[src/sv/jass_pkg.sv]
package jass_pkg;

    localparam logic [7:0]  SOI_FIRST_BYTE  = 8'hFF;
    localparam logic [7:0]  SOI_SECOND_BYTE = 8'hD8;

    localparam logic [15:0] SKIP_LOW_RESET  = 16'hFFE0;
    localparam logic [15:0] SKIP_HIGH_RESET = 16'hFFF0;
    localparam logic [15:0] SCAN_RESET      = 16'hFFDA;

    localparam int unsigned CFG_INDEX_W = 2;

    typedef enum logic [CFG_INDEX_W-1:0] {
        CFG_SKIP_LOW  = 2'd0,
        CFG_SKIP_HIGH = 2'd1,
        CFG_SCAN      = 2'd2
    } cfg_index_t;

    typedef enum logic [1:0] {
        STATUS_OK        = 2'd0,
        STATUS_NOT_JPEG  = 2'd1,
        STATUS_TRUNCATED = 2'd2
    } end_status_t;

    typedef struct packed {
        logic [7:0] file_byte;
        logic       file_last;
    } in_item_t;

    typedef struct packed {
        logic [7:0] out_byte;
        logic       byte_present;
        logic       out_last;
        logic [1:0] end_status;
    } out_item_t;

    typedef struct packed {
        logic [15:0] skip_low_marker;
        logic [15:0] skip_high_marker;
        logic [15:0] scan_start_marker;
    } cfg_t;

    // Group of up to two results written into the output queue in one cycle
    typedef struct packed {
        logic [1:0] count;
        out_item_t  first;
        out_item_t  second;
    } push_t;

endpackage

[src/sv/jass_ifs.sv]
interface jass_in_if;
    logic               valid;
    logic               ready;
    jass_pkg::in_item_t data;

    modport source (output valid, output data, input ready);
    modport sink   (input valid, input data, output ready);
endinterface

interface jass_out_if;
    logic                valid;
    logic                ready;
    jass_pkg::out_item_t data;

    modport source (output valid, output data, input ready);
    modport sink   (input valid, input data, output ready);
endinterface

interface jass_cfg_if;
    logic                               valid;
    logic                               ready;
    logic [jass_pkg::CFG_INDEX_W-1:0]   index;
    logic [15:0]                        data;

    modport source (output valid, output index, output data, input ready);
    modport sink   (input valid, input index, input data, output ready);
endinterface

[src/sv/jass_cfg_regs.sv]
module jass_cfg_regs (
    input  logic               clk,
    input  logic               rst_n,
    jass_cfg_if.sink           cfg,
    output jass_pkg::cfg_t     regs
);
    import jass_pkg::*;

    cfg_t regs_reg;

    assign cfg.ready = 1'b1;
    assign regs      = regs_reg;

    always_ff @(posedge clk or negedge rst_n)
    begin
        if (!rst_n)
        begin
            regs_reg.skip_low_marker   <= SKIP_LOW_RESET;
            regs_reg.skip_high_marker  <= SKIP_HIGH_RESET;
            regs_reg.scan_start_marker <= SCAN_RESET;
        end
        else if (cfg.valid)
        begin
            // writes to unused indexes are dropped
            unique case (cfg.index)
                CFG_SKIP_LOW:  regs_reg.skip_low_marker   <= cfg.data;
                CFG_SKIP_HIGH: regs_reg.skip_high_marker  <= cfg.data;
                CFG_SCAN:      regs_reg.scan_start_marker <= cfg.data;
                default:       ;
            endcase
        end
    end

endmodule

[src/sv/jass_parser.sv]
module jass_parser (
    input  logic               clk,
    input  logic               rst_n,
    input  jass_pkg::cfg_t     regs,
    input  logic               accept,
    input  jass_pkg::in_item_t item,
    output jass_pkg::push_t    push
);
    import jass_pkg::*;

    typedef enum logic [3:0] {
        PH_HDR0,
        PH_HDR1,
        PH_REJECT,
        PH_ID_HI,
        PH_ID_LO,
        PH_LEN_HI,
        PH_LEN_LO,
        PH_PAYLOAD,
        PH_COPY
    } phase_t;

    phase_t      phase_reg, phase_next;
    logic [7:0]  held_reg, held_next;
    logic [7:0]  len_high_reg, len_high_next;
    logic [15:0] remaining_reg, remaining_next;
    logic        dropping_reg, dropping_next;
    logic        scan_reg, scan_next;
    logic        hdr_ok_reg, hdr_ok_next;

    logic [7:0]  b;
    logic [15:0] seg_id;
    logic [15:0] seg_len;
    logic [15:0] rem_dec;
    logic        drop_id;
    out_item_t   r0, r1;
    logic [1:0]  n;
    end_status_t status;

    assign b       = item.file_byte;
    assign seg_id  = {held_reg, b};
    assign seg_len = {len_high_reg, b};
    assign rem_dec = remaining_reg - 16'd1;
    assign drop_id = (seg_id >= regs.skip_low_marker) && (seg_id <= regs.skip_high_marker);

    always_comb
    begin
        phase_next     = phase_reg;
        held_next      = held_reg;
        len_high_next  = len_high_reg;
        remaining_next = remaining_reg;
        dropping_next  = dropping_reg;
        scan_next      = scan_reg;
        hdr_ok_next    = hdr_ok_reg;
        r0             = '0;
        r1             = '0;
        n              = 2'd0;
        status         = STATUS_OK;

        unique case (phase_reg)
            PH_HDR0:
            begin
                hdr_ok_next = (b == SOI_FIRST_BYTE);
                phase_next  = PH_HDR1;
            end
            PH_HDR1:
            begin
                if (hdr_ok_reg && (b == SOI_SECOND_BYTE))
                begin
                    r0         = '{out_byte: SOI_FIRST_BYTE, byte_present: 1'b1, default: '0};
                    r1         = '{out_byte: SOI_SECOND_BYTE, byte_present: 1'b1, default: '0};
                    n          = 2'd2;
                    phase_next = PH_ID_HI;
                end
                else
                begin
                    phase_next = PH_REJECT;
                end
            end
            PH_REJECT:
            begin
            end
            PH_ID_HI:
            begin
                held_next  = b;
                phase_next = PH_ID_LO;
                // file cut inside an id: flush the first id byte
                if (item.file_last)
                begin
                    r0 = '{out_byte: b, byte_present: 1'b1, default: '0};
                    n  = 2'd1;
                end
            end
            PH_ID_LO:
            begin
                dropping_next = drop_id;
                if (seg_id == regs.scan_start_marker)
                begin
                    scan_next = 1'b1;
                end
                if (!drop_id)
                begin
                    r0 = '{out_byte: held_reg, byte_present: 1'b1, default: '0};
                    r1 = '{out_byte: b, byte_present: 1'b1, default: '0};
                    n  = 2'd2;
                end
                phase_next = PH_LEN_HI;
            end
            PH_LEN_HI:
            begin
                len_high_next = b;
                if (!dropping_reg)
                begin
                    r0 = '{out_byte: b, byte_present: 1'b1, default: '0};
                    n  = 2'd1;
                end
                phase_next = PH_LEN_LO;
            end
            PH_LEN_LO:
            begin
                if (!dropping_reg)
                begin
                    r0 = '{out_byte: b, byte_present: 1'b1, default: '0};
                    n  = 2'd1;
                end
                // length counts its own two bytes; below 2 means no payload
                remaining_next = (seg_len < 16'd2) ? 16'd0 : (seg_len - 16'd2);
                if (remaining_next == 16'd0)
                begin
                    phase_next = scan_reg ? PH_COPY : PH_ID_HI;
                end
                else
                begin
                    phase_next = PH_PAYLOAD;
                end
            end
            PH_PAYLOAD:
            begin
                if (!dropping_reg)
                begin
                    r0 = '{out_byte: b, byte_present: 1'b1, default: '0};
                    n  = 2'd1;
                end
                remaining_next = rem_dec;
                if (rem_dec == 16'd0)
                begin
                    phase_next = scan_reg ? PH_COPY : PH_ID_HI;
                end
            end
            PH_COPY:
            begin
                r0 = '{out_byte: b, byte_present: 1'b1, default: '0};
                n  = 2'd1;
            end
            default:
            begin
                r0 = '{out_byte: b, byte_present: 1'b1, default: '0};
                n  = 2'd1;
            end
        endcase

        if (item.file_last)
        begin
            if ((phase_next == PH_REJECT) || (phase_next == PH_HDR1))
            begin
                status = STATUS_NOT_JPEG;
            end
            else
            begin
                status = scan_next ? STATUS_OK : STATUS_TRUNCATED;
            end

            unique case (n)
                2'd2:
                begin
                    r1.out_last   = 1'b1;
                    r1.end_status = status;
                end
                2'd1:
                begin
                    r0.out_last   = 1'b1;
                    r0.end_status = status;
                end
                default:
                begin
                    r0 = '{out_last: 1'b1, end_status: status, default: '0};
                    n  = 2'd1;
                end
            endcase

            phase_next     = PH_HDR0;
            held_next      = '0;
            len_high_next  = '0;
            remaining_next = '0;
            dropping_next  = 1'b0;
            scan_next      = 1'b0;
            hdr_ok_next    = 1'b0;
        end
    end

    assign push.count  = accept ? n : 2'd0;
    assign push.first  = r0;
    assign push.second = r1;

    always_ff @(posedge clk or negedge rst_n)
    begin
        if (!rst_n)
        begin
            phase_reg     <= PH_HDR0;
            held_reg      <= '0;
            len_high_reg  <= '0;
            remaining_reg <= '0;
            dropping_reg  <= 1'b0;
            scan_reg      <= 1'b0;
            hdr_ok_reg    <= 1'b0;
        end
        else if (accept)
        begin
            phase_reg     <= phase_next;
            held_reg      <= held_next;
            len_high_reg  <= len_high_next;
            remaining_reg <= remaining_next;
            dropping_reg  <= dropping_next;
            scan_reg      <= scan_next;
            hdr_ok_reg    <= hdr_ok_next;
        end
    end

endmodule

[src/sv/jass_out_queue.sv]
module jass_out_queue (
    input  logic            clk,
    input  logic            rst_n,
    input  jass_pkg::push_t push,
    output logic            space,
    jass_out_if.source      out
);
    import jass_pkg::*;

    localparam int unsigned DEPTH = 4;
    localparam int unsigned PTR_W = $clog2(DEPTH);

    out_item_t        mem_reg [DEPTH];
    logic [PTR_W-1:0] wr_ptr_reg, wr_ptr_next;
    logic [PTR_W-1:0] rd_ptr_reg, rd_ptr_next;
    logic [PTR_W:0]   count_reg, count_next;
    logic             pop;
    logic [PTR_W-1:0] wr_ptr_plus1;

    // room for a full pair of results
    assign space        = (count_reg <= (PTR_W + 1)'(DEPTH - 2));
    assign out.valid    = (count_reg != '0);
    assign out.data     = mem_reg[rd_ptr_reg];
    assign pop          = out.valid && out.ready;
    assign wr_ptr_plus1 = wr_ptr_reg + PTR_W'(1);

    always_comb
    begin
        wr_ptr_next = wr_ptr_reg + PTR_W'(push.count);
        rd_ptr_next = rd_ptr_reg + PTR_W'(pop);
        count_next  = count_reg + (PTR_W + 1)'(push.count) - (PTR_W + 1)'(pop);
    end

    always_ff @(posedge clk)
    begin
        if (push.count != 2'd0)
        begin
            mem_reg[wr_ptr_reg] <= push.first;
        end
        if (push.count == 2'd2)
        begin
            mem_reg[wr_ptr_plus1] <= push.second;
        end
    end

    always_ff @(posedge clk or negedge rst_n)
    begin
        if (!rst_n)
        begin
            wr_ptr_reg <= '0;
            rd_ptr_reg <= '0;
            count_reg  <= '0;
        end
        else
        begin
            wr_ptr_reg <= wr_ptr_next;
            rd_ptr_reg <= rd_ptr_next;
            count_reg  <= count_next;
        end
    end

endmodule

[src/sv/jpeg_app_segment_stripper_top.sv]
// channel   dir   transfer when        payload
// in_ch     in    valid && ready       file_byte[7:0], file_last
// out_ch    out   valid && ready       out_byte[7:0], byte_present, out_last, end_status[1:0]
// cfg       in    valid && ready       index[1:0], data[15:0]
//
// One input byte per cycle while the queue has room for two results; each byte gives 0 to 2 results.
// Results sit in a 4-entry queue; in_ch.ready drops while fewer than two slots are free,
// so a stalled out_ch holds the input back after at most four queued results.
// Asynchronous active-low reset returns the parser to the first header byte.
// Results reach out_ch from the queue registers, never combinationally from the input.
module jpeg_app_segment_stripper_top (
    input  logic       clk,
    input  logic       rst_n,
    jass_in_if.sink    in_ch,
    jass_out_if.source out_ch,
    jass_cfg_if.sink   cfg
);
    import jass_pkg::*;

    cfg_t  regs;
    push_t push;
    logic  space;
    logic  accept;

    assign in_ch.ready = space;
    assign accept      = in_ch.valid && space;

    jass_cfg_regs u_cfg_regs (
        .clk   (clk),
        .rst_n (rst_n),
        .cfg   (cfg),
        .regs  (regs)
    );

    jass_parser u_parser (
        .clk    (clk),
        .rst_n  (rst_n),
        .regs   (regs),
        .accept (accept),
        .item   (in_ch.data),
        .push   (push)
    );

    jass_out_queue u_out_queue (
        .clk   (clk),
        .rst_n (rst_n),
        .push  (push),
        .space (space),
        .out   (out_ch)
    );

endmodule
[src/flat_wrapper.sv]
// flat-port wrapper written by rule: the top's interface ports become plain ports
module jpeg_app_segment_stripper_top_flat import jass_pkg::*;
  (clk, rst_n, in_ch_valid, in_ch_data, in_ch_ready, out_ch_valid, out_ch_data, out_ch_ready, cfg_valid, cfg_index, cfg_data, cfg_ready);
  jass_in_if in_ch_i ();
  jass_out_if out_ch_i ();
  jass_cfg_if cfg_i ();
  input  logic clk;
  input  logic rst_n;
  input wire logic [$bits(in_ch_i.valid)-1:0] in_ch_valid;
  input wire logic [$bits(in_ch_i.data)-1:0] in_ch_data;
  output wire logic [$bits(in_ch_i.ready)-1:0] in_ch_ready;
  output wire logic [$bits(out_ch_i.valid)-1:0] out_ch_valid;
  output wire logic [$bits(out_ch_i.data)-1:0] out_ch_data;
  input wire logic [$bits(out_ch_i.ready)-1:0] out_ch_ready;
  input wire logic [$bits(cfg_i.valid)-1:0] cfg_valid;
  input wire logic [$bits(cfg_i.index)-1:0] cfg_index;
  input wire logic [$bits(cfg_i.data)-1:0] cfg_data;
  output wire logic [$bits(cfg_i.ready)-1:0] cfg_ready;
  assign in_ch_i.valid = in_ch_valid;
  assign in_ch_i.data = in_ch_data;
  assign in_ch_ready = in_ch_i.ready;
  assign out_ch_valid = out_ch_i.valid;
  assign out_ch_data = out_ch_i.data;
  assign out_ch_i.ready = out_ch_ready;
  assign cfg_i.valid = cfg_valid;
  assign cfg_i.index = cfg_index;
  assign cfg_i.data = cfg_data;
  assign cfg_ready = cfg_i.ready;
  jpeg_app_segment_stripper_top u_core (.clk(clk), .rst_n(rst_n), .in_ch(in_ch_i), .out_ch(out_ch_i), .cfg(cfg_i));
endmodule
[config.mk]
export PLATFORM = sky130hd
export DESIGN_NAME = jpeg_app_segment_stripper_top_flat
export DESIGN_NICKNAME = d
export VERILOG_FILES = /design/src/sv/jass_pkg.sv /design/src/sv/jass_ifs.sv /design/src/sv/jass_cfg_regs.sv /design/src/sv/jass_parser.sv /design/src/sv/jass_out_queue.sv /design/src/sv/jpeg_app_segment_stripper_top.sv /design/src/flat_wrapper.sv
export SDC_FILE = /design/constraint.sdc
export NUM_CORES = 1
export LEC_CHECK = 0
export BUFFER_PORTS_ARGS = -buffer_cell sky130_fd_sc_hd__buf_4
export CORE_MARGIN = 2
export CORE_UTILIZATION = 35
export CTS_CLUSTER_SIZE = 16
export DETAILED_ROUTE_END_ITERATION = 12
export SYNTH_ARGS = -nofsm -noshare
export SYNTH_HDL_FRONTEND = slang
export SYNTH_HIERARCHICAL = 1
export SYNTH_SLANG_ARGS = --single-unit
[constraint.sdc]
create_clock -name clk -period 6.1 [get_ports clk]
set_input_delay 1.22 -clock clk [delete_from_list [all_inputs] [get_ports clk]]
set_output_delay 1.22 -clock clk [all_outputs]
set_load 0.02 [all_outputs]
==> impl_results.md, run 1 <==
* Peak supply drop at 0.196 mV
* Hold EP: u_core/u_parser/hdr_ok_reg
* Ys flop type: dfrtp_1
* Post-layout min period at 4.61 ns
* Post-synth EDFFs at 48
* Critical path type: input port to flip-flop
* # diodes at 0
* Net load switching power at 1430 uW
* Critical R2R Capture: u_core/u_out_queue/mem_reg[1][11]
* Via density per instance at 5.40
* Reg2reg start: u_core/u_cfg_regs/regs[41]
* Crit path max fanout at 17
* Status: finished clean
* Min-Delay Startpoint: u_core/u_parser/hdr_ok_reg
* Detail Route Antenna Nets at 0
* Hold Path Depth at 1
* Switch share at 35.8%
* Vias in the first global route at 6382
* Final Setup Violations at 0
* Fin crit share at 75.5%
* Worst relative slew slack at 20.2%
* Full die area at 26900 um^2
* Mapped Area at 8960 um^2
* Routed via count at 6420
* Critical Path, Cell by Cell: buf_4, ha_1, or3_1, a221oi_1, o21ai_0, o211ai_1, a21oi_1, o21ai_1, nand2_1, ha_1, nand2_1, nand2_1, a21oi_1, buf_4, nor2_1, o31ai_2
* Worst-Margin Slew at 1.19 ns
* Setup TNS at 0 ns
* Seq/Total Area, Yosys at 42.8%
* CP max-delay cell: o31ai_2
* H-tree Lvls at 4
* Worst setup margin at 1.49 ns
* Crit path buf inv count at 2
* Sequential cell area at 3840 um^2
* FFs w/ async S/R, synth at 66.2%
* Clock tree from TritonCTS: yes
* Min-Delay Path Class: flip-flop to flip-flop
* Initial Util at 35.6%
* Met3 track demand over resource at 3.31%
* Hold Slack at 0.486 ns
* Cell Int Power at 2570 uW
* Post_cts resized at 0
* Pre-CTS WS at 1.10 ns
* GRT Residual Overflow at 0
* Layout cells sized above 1 at 29.1%
* Largest stage delay on the critical path at 0.84 ns
* # port buffers at 45
* Cell mode on critical path: nand2_1
* Drt wl/cell at 18.1 um
* FP Rows at 58
* Commonest non-fill, non-tap cell in the layout: nand2_1
* Clock Path Buffers at 2
* CP Launch Type: input port
* Post-cts hold buffer count at 0
* GPL Wtd Cong at 0.833
* Clk sinks at 142
* Core Footprint at 25200 um^2
* Root Driver: clkbuf_16
* Power per Cell Area at 395 nW/um^2
* Crit. End Element: flip-flop
* Gate power share at 35.6%
* Commonest non-fill, non-tap cells in the layout: nand2_1, mux2_2, dfrtp_1
* Register bit total from synthesis at 142
* CTS Buf Count at 17
* Cell count of the worst reg-to-reg path at 16
* Synth cell types at 78
* RSZ-0062 raised after global routing: no
* Final #Nets at 918
* DRC errors left at 0
* Synth Instances at 818
* Met2 usage at 26.6%
* WP data required at 6.14 ns
* Worst skew pair latency at 0.42 ns
* Fill count at 2413
* Reg power frac at 37.6%
* Synth warn at 6
* Setup bufs post-CTS at 0
* Area Growth Syn to Fin at 13.1%
* Clock skew at 0.00937 ns
* Top delay family on crit path: compound AO/OA/AOI/OAI gates
* Area of the multi-input gates at 4690 um^2
* Ports at 47
* Slew Viols, Final at 0
* Post-synthesis net count at 891
* Clock Power Share at 26.8%
* Die Span Y at 164 um
* Maxcap violations at 0
* Clock Pin Slew Worst Setup and Hold Paths at 0.06 ns
* TritonRoute pass-1 iters at 6
* Worst endpoint data arrival time at 4.64 ns
* WL final at 21500 um
* Die X at 164 um
* Initial antenna violation count at 0
* Syn_area_per_cell at 11.0 um^2
* Initial DRC Count at 460
* R2r setup slk at 1.67 ns
* Area leader, netlist: dfrtp_1
* GRT Overall Usage at 16.9%
* Met1 usage at 23.9%
* Largest net degree at the start of global routing at 58
* Final number of hold-violating endpoints at 0
* DPL Wire Length at 15400 um
* Top cell type's share of synthesized area at 16.2%
* Total power at 4010 uW
* Leak at 0.00417 uW
* Top post-synthesis cells by area: dfrtp_1, edfxtp_1, dfstp_2
* GRT Max-Usage Layer: met2
* First-pass GRT wire length at 35300 um
* F_max at 217 MHz
through the flow:
stage          instance area, um^2  instances  util, %
3_3_place_gp                  9520       1156     37.8
2_1_floorplan                 8960        818        -
6_report                     10100       1188     40.2
4_1_cts                      10100       1188     40.2
3_5_place_dp                  9520       1156     37.8
5_1_grt                      10100       1188     40.2
synthesized netlist by cell type, types with 4 or more instances:
master	count
buf_6	5
nand2_1	64
a211oi_1	11
nor2_1	51
mux2_2	59
nand2b_1	7
inv_1	50
a21oi_1	46
clkbuf_1	21
edfxtp_1	48
nand3_1	7
nor3_1	16
dfstp_2	36
dfrtp_1	58
a21o_1	6
a22o_1	9
o22ai_1	10
mux2_4	39
xor2_1	10
or3_1	8
buf_2	9
o21a_1	6
o31ai_1	5
and2_1	5
nor2b_1	7
o21ai_0	44
nand4_1	11
a21boi_0	5
ha_1	40
nor4_1	10
mux4_2	12
o32ai_1	4
xnor2_1	25
a31oi_1	6
power by group through the flow:
stage,combinational [uW],clock [uW],sequential [uW]
after CTS,1430,1100,1510
final,1430,1070,1510
after detailed placement,1420,0,1520
after floorplan,1150,0,1370
after global routing,1600,1140,1540
after global placement,1410,0,1520
worst max path at each step:
stage / cells past startpoint / end / slack (ns) / startpoint
after detailed placement: 16 / u_core/u_out_queue/mem_reg[0][7] / 1.10 / in_ch_data[6]
after CTS: 16 / u_core/u_out_queue/mem_reg[0][8] / 1.55 / in_ch_data[6]
after global routing: 16 / u_core/u_out_queue/mem_reg[0][8] / 1.18 / in_ch_data[6]
final: 16 / u_core/u_out_queue/mem_reg[0][6] / 1.49 / in_ch_data[6]
after global placement: 16 / u_core/u_out_queue/mem_reg[0][6] / 1.18 / in_ch_data[6]
after floorplan: 17 / u_core/u_out_queue/mem_reg[0][0] / 0.87 / in_ch_data[1]
area by class of cell:
type | count | area share, %
inverter | 50 | 1.85
tap | 330 | 4.08
sequential | 142 | 37.9
timing repair buffer | 52 | 3.85
clock buffer | 24 | 5.06
clock inverter | 8 | 1.00
multi-input combinational | 582 | 46.3
kinds of logic after synthesis:
family / share of synthesized area, %
xor gates and xnor gates: 3.42
DFF: 42.8
muxes: 17.2
adders and majority gates: 5.81
buffers and inverters: 4.92
and+or+nand+nor: 13.6
AOI/OAI and AO/OA: 12.2
other: 0.0419
metal layers:
layer / vias up / routed length, um
li1: 3060 / -
met1: 3164 / 10300
met2: 181 / 9910
met3: 15 / 1030
met4: 0 / 212
met5: - / 0
(Power assumes the default switching activity.)
==> run 2: changes to the inputs <==
==> constraint.sdc (replaced) <==
create_clock -name clk -period 4.1 [get_ports clk]
set_input_delay 0.82 -clock clk [delete_from_list [all_inputs] [get_ports clk]]
set_output_delay 0.82 -clock clk [all_outputs]
set_load 0.02 [all_outputs]
==> run 2 against run 1 <==
Setup slack got worse by 1.2 ns; clock power increased by 44%; register-to-register slack got worse by 1.4 ns; combinational power up 57%; clock skew about the same; critical path type is now flip-flop to flip-flop; sequential power up 48%; utilization is 1.3 points higher; worst hold slack improved by 0.0030 ns; largest power group is now combinational logic; die area is the same; count of clock-buffer cells in the layout shrank 5; largest cell class unchanged; critical path depth is 1 lower.
==> impl_results.md, run 2 (same netlist as run 1, synthesis figures left out) <==
* Status: finished clean
* GRT Residual Overflow at 0
* Min-Delay Path Class: flip-flop to flip-flop
* Reg2reg start: u_core/u_cfg_regs/regs[25]
* Pre-CTS WS at -0.0902 ns
* Area Growth Syn to Fin at 16.6%
* Worst skew pair latency at 0.42 ns
* Maxcap violations at 0
* Die Span Y at 164 um
* Worst setup margin at 0.252 ns
* Critical R2R Capture: u_core/u_out_queue/mem_reg[0][7]
* FP Rows at 58
* Clock tree from TritonCTS: yes
* Peak supply drop at 0.316 mV
* Ports at 47
* DPL Wire Length at 16000 um
* Full die area at 26900 um^2
* Layout cells sized above 1 at 32.4%
* Final #Nets at 950
* Leak at 0.00434 uW
* Routed via count at 6559
* Fin crit share at 93.8%
* # port buffers at 45
* Clock skew at 0.00893 ns
* Initial Util at 35.6%
* Vias in the first global route at 6583
* Critical Path, Cell by Cell: inv_1, ha_1, nand4_1, nor2_1, o211ai_1, a21oi_1, o21ai_2, nand2_1, ha_1, o21ai_0, a31oi_1, buf_4, buf_4, nor2_1, o31ai_4
* Die X at 164 um
* Setup TNS at 0 ns
* WP data required at 4.15 ns
* Worst-Margin Slew at 0.953 ns
* Worst endpoint data arrival time at 3.90 ns
* F_max at 260 MHz
* Power per Cell Area at 576 nW/um^2
* DRC errors left at 0
* GPL Wtd Cong at 0.844
* Crit path max fanout at 12
* Initial DRC Count at 491
* CTS Buf Count at 17
* GRT Overall Usage at 17.2%
* Clk sinks at 142
* Hold EP: u_core/u_parser/hdr_ok_reg
* WL final at 21900 um
* TritonRoute pass-1 iters at 5
* Drt wl/cell at 18.0 um
* Final core area utilization at 41.5%
* Detail Route Antenna Nets at 0
* Worst relative slew slack at 36.0%
* Post-layout min period at 3.85 ns
* Cell count of the worst reg-to-reg path at 15
* CP Launch Type: flip-flop
* Largest net degree at the start of global routing at 73
* Final Setup Violations at 0
* Clock Pin Slew Worst Setup and Hold Paths at 0.06 ns
* Commonest non-fill, non-tap cells in the layout: buf_4, nand2_1, mux2_2
* Root Driver: clkbuf_16
* Initial antenna violation count at 0
* Clock Path Buffers at 2
* Hold Path Depth at 1
* H-tree Lvls at 4
* # diodes at 0
* CP max-delay cell: o31ai_4
* Min-Delay Startpoint: u_core/u_parser/hdr_ok_reg
* First-pass GRT wire length at 35900 um
* Largest stage delay on the critical path at 0.64 ns
* Critical path type: flip-flop to flip-flop
* Slew Viols, Final at 0
* Final number of hold-violating endpoints at 0
* Commonest non-fill, non-tap cell in the layout: buf_4
* Hold Slack at 0.489 ns
* RSZ-0062 raised after global routing: yes
* Core Footprint at 25200 um^2
* R2r setup slk at 0.25 ns
* Via density per instance at 5.38
* Crit. End Element: flip-flop
## run 2: cell count changes in the layout (fill, tap and decap cells not counted), moves of 2 or more
cell	before	now
buf_6	0	2
inv_6	1	3
buf_12	0	6
a21oi_1	46	44
clkinv_2	2	5
buf_4	52	76
clkbuf_8	4	1
## run 2: repair_timing
action / CTS / global route
setup buffers: 0 / 1
gates resized for setup: 0 / 6
endpoints found under the setup margin: 0 / 50
hold buffers: 0 / 0
endpoints found under the hold margin: 0 / 0
## run 2: how the worst max path moves through the flow
| stage | start | end | slack, ns | depth (start not counted) |
|---|---|---|---|---|
| final | u_core/u_cfg_regs/regs[25] | u_core/u_out_queue/mem_reg[0][7] | 0.25 | 15 |
| after global routing | u_core/u_cfg_regs/regs[21] | u_core/u_out_queue/mem_reg[3][9] | -0.02 | 15 |
| after CTS | u_core/u_cfg_regs/regs[41] | u_core/u_out_queue/mem_reg[1][11] | 0.17 | 18 |
| after detailed placement | in_ch_data[6] | u_core/u_out_queue/mem_reg[3][7] | -0.09 | 15 |
| after global placement | in_ch_data[6] | u_core/u_out_queue/mem_reg[1][7] | -0.04 | 15 |
| after floorplan | in_ch_data[1] | u_core/u_out_queue/count_reg[2] | 0.05 | 20 |
## run 2: area by class of cell
| class | count | area [um^2] |
|---|---|---|
| clock inverters | 13 | 136 |
| flip-flops and latches | 142 | 3840 |
| repair buffers | 84 | 713 |
| fillers | 2396 | 14700 |
| well taps | 330 | 413 |
| inverters | 50 | 188 |
| multi-input cells | 582 | 4720 |
| clock buffers | 19 | 443 |
## run 2: critical path: cells and delay by family (launching register included)
family | cells | cell delay (ns)
compound gates | 6 | 1.57
buf+inv | 3 | 0.34
flops | 1 | 0.53
simple gates | 4 | 0.59
fa+ha+maj | 2 | 0.43
## run 2: per-stage QoR
step / cell area (um^2) / cells / total power, uW
3_5_place_dp: 9850 / 1187 / 4490
4_1_cts: 10400 / 1219 / 6060
3_3_place_gp: 9850 / 1187 / 4460
5_1_grt: 10500 / 1220 / 6440
6_report: 10500 / 1220 / 6020
2_1_floorplan: 8990 / 818 / 3770
## run 2: power breakdown
part	internal (uW)	total (uW)	switching (uW)	leakage [uW]
logic	1060	2240	1180	0.00248
registers	1840	2230	398	0.00157
clock network	914	1540	628	0.000288
## run 2: layer usage
layer / wire [um] / up-vias / GRT usage, %
met2: 10600 / 179 / 28.3
met3: 928 / 23 / 2.40
met5: 0 / - / 0
met4: 308 / 0 / 5.06
met1: 10100 / 3239 / 23.7
li1: - / 3118 / -
==> run 3: changes to the inputs <==
--- a/config.mk
+++ b/config.mk
@@ -5,6 +5,7 @@
 export SDC_FILE = /design/constraint.sdc
 export NUM_CORES = 1
 export LEC_CHECK = 0
+export ABC_AREA = 1
 export BUFFER_PORTS_ARGS = -buffer_cell sky130_fd_sc_hd__buf_4
 export CORE_MARGIN = 2
 export CORE_UTILIZATION = 35
==> run 3 against run 2 <==
Flip-flop and latch count did not move; synthesized cell count increased by 45%; clock power up 4%; largest cell class unchanged; design area increased by 2.5%; die area is 3.9% higher; sequential share of layout area shrank 0.91 points; the flow now finishes with violations (DRC); wire length is 14% higher; combinational power grew 23%; power increased by 7.0%; global-route usage grew 1.2 points; utilization down 0.49 points.
==> impl_results.md, run 3 <==
* Clock Pin Slew Worst Setup and Hold Paths at 0.06 ns
* Critical path type: flip-flop to flip-flop
* # port buffers at 45
* Drt wl/cell at 15.8 um
* Peak supply drop at 0.375 mV
* Initial antenna violation count at 0
* DRC errors left at 2
* RSZ-0062 raised after global routing: no
* Via density per instance at 5.09
* F_max at 258 MHz
* GRT Overall Usage at 18.5%
* Worst relative slew slack at 31.3%
* Area of the multi-input gates at 4690 um^2
* Seq/Total Area, Yosys at 41.2%
* Top post-synthesis cells by area: dfrtp_1, edfxtp_1, nand2_1
* Detail Route Antenna Nets at 0
* Final #Nets at 1312
* Status: finished, violations left
* Clk sinks at 142
* Count leader, synth: nand2_1
* Top delay family on crit path: compound AO/OA/AOI/OAI gates
* Die X at 167 um
* Mapped Area at 9320 um^2
* Ports at 47
* Syn_area_per_cell at 7.84 um^2
* Total power at 6440 uW
* Synth Instances at 1188
* Worst-Margin Slew at 1.03 ns
* Crit. End Element: flip-flop
* Largest stage delay on the critical path at 0.65 ns
* Die Span Y at 167 um
* Cell count of the worst reg-to-reg path at 15
* Hold Slack at 0.462 ns
* Commonest non-fill, non-tap cells in the layout: nand2_1, inv_1, nor2_1
* Root Driver: clkbuf_16
* Critical R2R Capture: u_core/u_out_queue/mem_reg[1][11]
* Clock tree from TritonCTS: yes
* Full die area at 27900 um^2
* Violated checks: DRC
* FP Rows at 59
* Fill count at 2742
* GPL Wtd Cong at 0.837
* DPL Wire Length at 18500 um
* Initial DRC Count at 538
* WP data required at 4.16 ns
* Critical path depth at 15
* Hold Path Depth at 2
* Initial Util at 35.7%
* Hold EP: u_core/u_cfg_regs/regs[42]
* H-tree Lvls at 4
* Area Growth Syn to Fin at 15.0%
* Min-Delay Path Class: flip-flop to flip-flop
* Post-cts hold buffer count at 0
* FFs w/ async S/R, synth at 66.2%
* CP max-delay cell: o31ai_4
* Synth top cells by count: nand2_1, inv_1, nor2_1
* Vias in the first global route at 7941
* First-pass GRT wire length at 41200 um
* Routed via count at 8085
* WL final at 25000 um
* Post-synthesis net count at 1261
* Post-layout min period at 3.88 ns
* Reg2reg start: u_core/u_cfg_regs/regs[47]
* Sequential cell area at 3840 um^2
* Worst skew pair latency at 0.43 ns
* Core Footprint at 26100 um^2
* CP Launch Type: flip-flop
* Maxcap violations at 0
* Fin crit share at 94.7%
* Area leader, netlist: dfrtp_1
* Power per Cell Area at 601 nW/um^2
* Clock skew at 0.00991 ns
* # diodes at 0
* Slew Viols, Final at 0
* GRT Residual Overflow at 0
* R2r setup slk at 0.22 ns
* Synth warn at 6
* Final Setup Violations at 0
* Synth cell types at 49
* Critical Path, Cell by Cell: inv_1, ha_1, nand2_1, nor2_1, nand4_1, o311ai_2, nand2_2, a21oi_2, inv_1, ha_1, nor2_1, inv_1, o22ai_2, nor2_1, o31ai_4
* Clock Path Buffers at 2
* TritonRoute pass-1 iters at 9
* Final number of hold-violating endpoints at 0
* Crit path max fanout at 12
* Layout cells sized above 1 at 18.4%
* Largest net degree at the start of global routing at 80
* Min-Delay Startpoint: u_core/u_cfg_regs/regs[42]
* Leak at 0.00492 uW
* Post-synth EDFFs at 48
* Register bit total from synthesis at 142
* Crit path buf inv count at 3
* Commonest non-fill, non-tap cell in the layout: nand2_1
* CTS Buf Count at 17
* Worst endpoint data arrival time at 3.94 ns
* Ys flop type: dfrtp_1
* Top cell type's share of synthesized area at 15.6%
## run 3: worst max path at each step
| stage | from | endpoint | slack, ns |
|---|---|---|---|
| 3_3_place_gp | in_ch_data[1] | u_core/u_out_queue/mem_reg[0][0] | 0.02 |
| 6_report | u_core/u_cfg_regs/regs[47] | u_core/u_out_queue/mem_reg[1][11] | 0.22 |
| 2_1_floorplan | in_ch_data[1] | u_core/u_out_queue/mem_reg[0][0] | 0.09 |
| 3_5_place_dp | in_ch_data[4] | u_core/u_out_queue/mem_reg[0][10] | -0.007 |
| 5_1_grt | u_core/u_cfg_regs/regs[47] | u_core/u_out_queue/count_reg[2] | 0.05 |
| 4_1_cts | u_core/u_cfg_regs/regs[47] | u_core/u_out_queue/mem_reg[0][10] | 0.10 |
## run 3: stage by stage
| step | TNS [ns] | setup WS (ns) | instance area [um^2] | std cells | utilization [%] |
|---|---|---|---|---|---|
| after floorplan | 0 | 0.0906 | 9370 | 1188 | - |
| after global placement | 0 | 0.0165 | 10100 | 1554 | 38.6 |
| after detailed placement | -0.0699 | -0.00699 | 10100 | 1554 | 38.6 |
| after CTS | 0 | 0.100 | 10700 | 1586 | 40.9 |
| after global routing | 0 | 0.0522 | 10700 | 1587 | 41.0 |
| final | 0 | 0.219 | 10700 | 1587 | 41.0 |
## run 3: timing repair
item | in CTS | in global routing
buffers inserted | 0 | 1
endpoints found under the setup margin | 0 | 37
resized for setup | 0 | 4
## run 3: layout make-up
class                           count  area share (%)
Tap cell                          335            3.91
Clock inverter                     12            1.52
Inverter                          131            4.63
Timing Repair Buffer               81            6.26
Multi-Input combinational cell    866            43.8
Clock buffer                       20            4.07
Sequential cell                   142            35.8
## run 3: cell families after synthesis
| family | share of synthesized area [%] |
|---|---|
| other cells | 0.0403 |
| xor+xnor | 1.60 |
| fa+ha+maj | 5.59 |
| simple gates | 28.8 |
| flops | 41.2 |
| compound gates | 13.7 |
| buf+inv | 9.12 |
## run 3: where the power goes
part / switching (uW) / internal [uW] / leakage (uW)
logic: 1790 / 969 / 0.00306
registers: 237 / 1850 / 0.00158
clock network: 637 / 962 / 0.000285
total: 2660 / 3780 / 0.00492
## run 3: worst reg2reg max path: stages (launching register included)
cell and delay [ns]:
dfstp_2 0.52, inv_1 0.04, ha_1 0.28, nand2_1 0.07, nor2_1 0.15, nand4_1 0.25
o311ai_2 0.37, nand2_2 0.14, a21oi_2 0.16, inv_1 0.09, ha_1 0.20, nor2_1 0.15
inv_1 0.08, o22ai_2 0.16, nor2_1 0.17, o31ai_4 0.65
## run 3: routing by layer
metal	track usage (%)	wire length [um]	up-vias
li1	-	-	4043
met1	23.9	11500	3835
met2	31.5	12100	173
met3	2.91	962	34
met4	6.12	446	0
met5	0	0	-
